**src/sv/ial_pkg.sv**
```systemverilog
// ----------------------------------------------------------------------------
// ial_pkg
// Request codes, field widths and the control bundle shared by the indexed
// array list and its storage cells.
// ----------------------------------------------------------------------------
package ial_pkg;

    // fixed field widths of the request and response beats
    localparam int REQ_W   = 3;
    localparam int POS_W   = 5;
    localparam int DATA_W  = 32;
    localparam int COUNT_W = 5;

    // request codes; the two unused codes fail
    typedef enum logic [REQ_W-1:0] {
        REQ_GET    = 3'd0,
        REQ_SET    = 3'd1,
        REQ_INSERT = 3'd2,
        REQ_REMOVE = 3'd3,
        REQ_PUSH   = 3'd4,
        REQ_POP    = 3'd5
    } req_t;

    // per-cycle command broadcast to every cell
    typedef struct packed {
        logic ins;   // open a slot at the position, later entries move up
        logic del;   // close the slot at the position, later entries move down
        logic set;   // overwrite the entry at the position
    } cell_ctrl_t;

endpackage

```
**src/sv/ial_cell.sv**
```systemverilog
// ----------------------------------------------------------------------------
// ial_cell
// One storage slot of the list. Compares its own index with the addressed
// position and takes its left neighbor, right neighbor or the new word.
// ----------------------------------------------------------------------------
module ial_cell
    import ial_pkg::*;
#(
    parameter int INDEX      = 0,
    parameter int WORD_WIDTH = 32,
    parameter int CMP_W      = 5
)
(
    input  logic                  clk,
    input  cell_ctrl_t            ctrl,
    input  logic [CMP_W-1:0]      pos,
    input  logic [WORD_WIDTH-1:0] word,
    input  logic [WORD_WIDTH-1:0] left,
    input  logic [WORD_WIDTH-1:0] right,
    output logic [WORD_WIDTH-1:0] value
);

    logic [WORD_WIDTH-1:0] value_reg;
    logic [WORD_WIDTH-1:0] value_next;
    logic                  hit;
    logic                  above;

    // where this slot sits relative to the addressed position
    assign hit   = (pos == CMP_W'(INDEX));
    assign above = (pos <  CMP_W'(INDEX));

    // slot update
    always_comb
    begin
        value_next = value_reg;
        priority if (ctrl.ins)
        begin
            if (above)
                value_next = left;
            else if (hit)
                value_next = word;
        end
        else if (ctrl.del)
        begin
            if (above || hit)
                value_next = right;
        end
        else if (ctrl.set)
        begin
            if (hit)
                value_next = word;
        end
        else
        begin
            // idle cycle: slot holds its word
            value_next = value_reg;
        end
    end

    always_ff @(posedge clk)
    begin
        value_reg <= value_next;
    end

    assign value = value_reg;

endmodule

```
**config.mk**
```make
export PLATFORM = sky130hd
export DESIGN_NAME = ial_cell
export DESIGN_NICKNAME = d
export VERILOG_FILES = /design/src/sv/ial_pkg.sv /design/src/sv/ial_cell.sv
export SDC_FILE = /design/constraint.sdc
export NUM_CORES = 1
export LEC_CHECK = 0
export ABC_CLOCK_PERIOD_IN_PS = 2300
export BUFFER_PORTS_ARGS = -buffer_cell sky130_fd_sc_hd__buf_2
export CAP_MARGIN = 20
export CORE_MARGIN = 2
export CORE_UTILIZATION = 42
export CTS_CLUSTER_SIZE = 16
export DETAILED_ROUTE_END_ITERATION = 8
export GPL_TIMING_DRIVEN = 0
export PLACE_DENSITY = 0.81
export SETUP_SLACK_MARGIN = 0.2
export SLEW_MARGIN = 20
export SYNTH_ARGS = -nofsm -noshare
export SYNTH_HDL_FRONTEND = slang
export SYNTH_SLANG_ARGS = --single-unit
```
**constraint.sdc**
```tcl
create_clock -name clk -period 2.3 [get_ports clk]
set_clock_uncertainty 0.05 [all_clocks]
set_input_delay 0.23 -clock clk [delete_from_list [all_inputs] [get_ports clk]]
set_output_delay 0.23 -clock clk [all_outputs]
set_load 0.02 [all_outputs]
```
==> qor.yml <==
global_route:
  antenna_found_initial: 0
  track_usage: 0.1989
  grt_pass1_wl_um: 8155
  grt_overflow_total: 0
  grt_pass1_vias: 1756
  grt_max_degree: 33
place:
  pre_cts_ws_ns: 0.09564
  io_buffers: 103
  post-dp-hpwl_um: 3856
  place.gp.congestion: 0.7388
  place_area_um2: 2587
worst_setup_path:
  critPathBufInv: 2
  crit_start: "pos[1]"
  crit_family: "simple AND/OR/NAND/NOR gates"
  start_kind: "input port"
  crit_path_top_delay_cell: "a211o_2"
  path_class: "in -> reg"
  arrival_ns: 1.75
  setup.reg_to_reg.worst_slack_ns: 1.35
  r2r_start: "value[30]$_DFFE_PP_"
  crit_fanout: 32
  worstPathCellList: "buf_2, or4_4, buf_6, nor3_1, a211o_2"
  crit_required_ns: 2.16
  cp-end-kind: "flop"
  slowest_delay_ns: 0.61
floorplanning:
  die_w_um: 73.06
  core_um2: 4661
  num_io_pins: 137
  num_rows: 25
  die_area_um2: 5338
  die_y_um: 73.06
  initial_core_util: 0.4298
power:
  leakage_nw: 1.184
  peakVddDrop_uv: 302.5
  power.density_nw_per_um2: 605.9
  p_total_mw: 1.618
layout:
  drive_gt1_frac: 0.4884
  multi_input_area_um2: 915.9
  largest_reg_flops: 32
  regArea_um2: 960.9
  diodes: 0
  fillers: 433
  syn_to_final_growth_pct: 33.29
  fin_nets: 405
  stdcell_area_um2: 2670
clock_tree:
  cts_hold_buffers: 0
  cts_root_buffer: "clkbuf_8"
  h-tree-depth: 2
  clock_sinks: 32
  cts.clk_slew.worst_paths_ns: 0.07
  tritoncts: "built"
  insertion_delay_ns: 0.28
  cts_resized: 0
  cts_buffers: 5
  cts_buffer_depth: 2
  cts_setup_buffers: 0
timing:
  grt_setup_unrepaired: "no"
  min_period_ns: 1.893
  final.setup.worst_slack_ns: 0.4066
  fmax_ghz: 0.5282
  setup_viol: 0
  setup_tns_ns: 0
  finalHoldViolCount: 0
  layout_worst_path_cycle_share: 0.8232
  slew_violations: 0
  finalHoldWorstSlack_ns: 0.1873
  tightest_slew_ns: 0.7299
  max_slew_margin: 0.5134
synthesis:
  netlist_area_um2: 2003
  yosys.area.top_type: "edfxtp_1"
  syn_inst: 190
  ys_seq_elements: 32
  synth-seq-area-share: 0.4797
  yosys-top-cells-count: "64 x nand2_1, 34 x o211ai_1, 32 x edfxtp_1"
  ys.flop_type: "edfxtp_1"
  synth_area_leaders: "edfxtp_1 48%, o211ai_2 19%, o211ai_1 13%"
  avgSynthCellArea_um2: 10.54
  yosys.cell_types.count: 13
  yosysWarnings: 0
  yosysMostFrequentCell: "nand2_1"
  syn_nets: 295
  async_flop_share: 0
  synth_edf_count: 32
  synth_top_area_frac: 0.4797
hold_path:
  hold_class: "in -> reg"
  worstHoldStart: "right[5]"
route:
  drt-total-wl_um: 5364
  vias: 1906
  viasPerCell: 5.369
  drtAntennaViolNets: 0
  drt_iter0_drc: 120
  drt-pass1-iter-count: 4
  drc: 0
  avgRoutedWirePerCell_um: 15.11
run_status:
  status: "completed"
job:
  maxCapViolCount: 0
==> final timing paths <==
path                         end  cells after the start
max          value[17]$_DFFE_PP_                      5
min           value[5]$_DFFE_PP_                      3
max reg2reg  value[30]$_DFFE_PP_                      2
min reg2reg  value[26]$_DFFE_PP_                      2
==> worst min-delay path, cell delays in order <==
cell and delay, ns:
buf_2 0.07, nand2_1 0.05, o211ai_2 0.06
==> logic make-up (layout without fill, tap and decap cells) <==
group / after synthesis / after routing / synth area share
compound gates: 65 / 65 / 0.3192
simple gates: 69 / 69 / 0.1374
flops: 32 / 32 / 0.4797
buf+inv: 24 / 135 / 0.06370
==> per-stage QoR <==
step / util / instances
after CTS: 0.5729 / 355
after detailed placement: 0.5552 / 347
final: 0.5729 / 355
after floorplan: - / 190
after global placement: 0.5552 / 347
after global routing: 0.5729 / 355
==> metal layers <==
metal / vias to the layer above / global-route usage / part of all wire
met5: - / 0 / 0
met4: 0 / 0.05144 / 0.0089
met3: 5 / 0.04972 / 0.048
met2: 67 / 0.3263 / 0.49
met1: 897 / 0.2623 / 0.45
li1: 937 / - / -
==> power by group <==
part	switching (mW)	leakage, nW	internal (mW)
Combinational	0.260	0.812	0.175
Sequential	0.0357	0.327	0.735
Clock	0.207	0.0453	0.205
==> cells in the final DEF (no fill, tap or decap) <==
master	n
a211o_2	1
buf_2	103
buf_6	5
clkbuf_1	18
clkbuf_8	5
clkinv_1	1
clkinv_2	2
edfxtp_1	32
inv_1	1
nand2_1	64
nand2b_1	1
nor2b_1	1
nor3_1	1
o211ai_1	34
o211ai_2	30
or2_1	1
or4_4	1
==> cell type report <==
type | instances | share of cell area
Inverter | 1 | 0.001406
Clock buffer | 5 | 0.02577
Sequential cell | 32 | 0.3599
Tap cell | 54 | 0.02530
Multi-Input combinational cell | 134 | 0.3430
Timing Repair Buffer | 103 | 0.1931
Clock inverter | 3 | 0.005155
Buffer | 23 | 0.04639
Power figures use the tool's default switching activity.
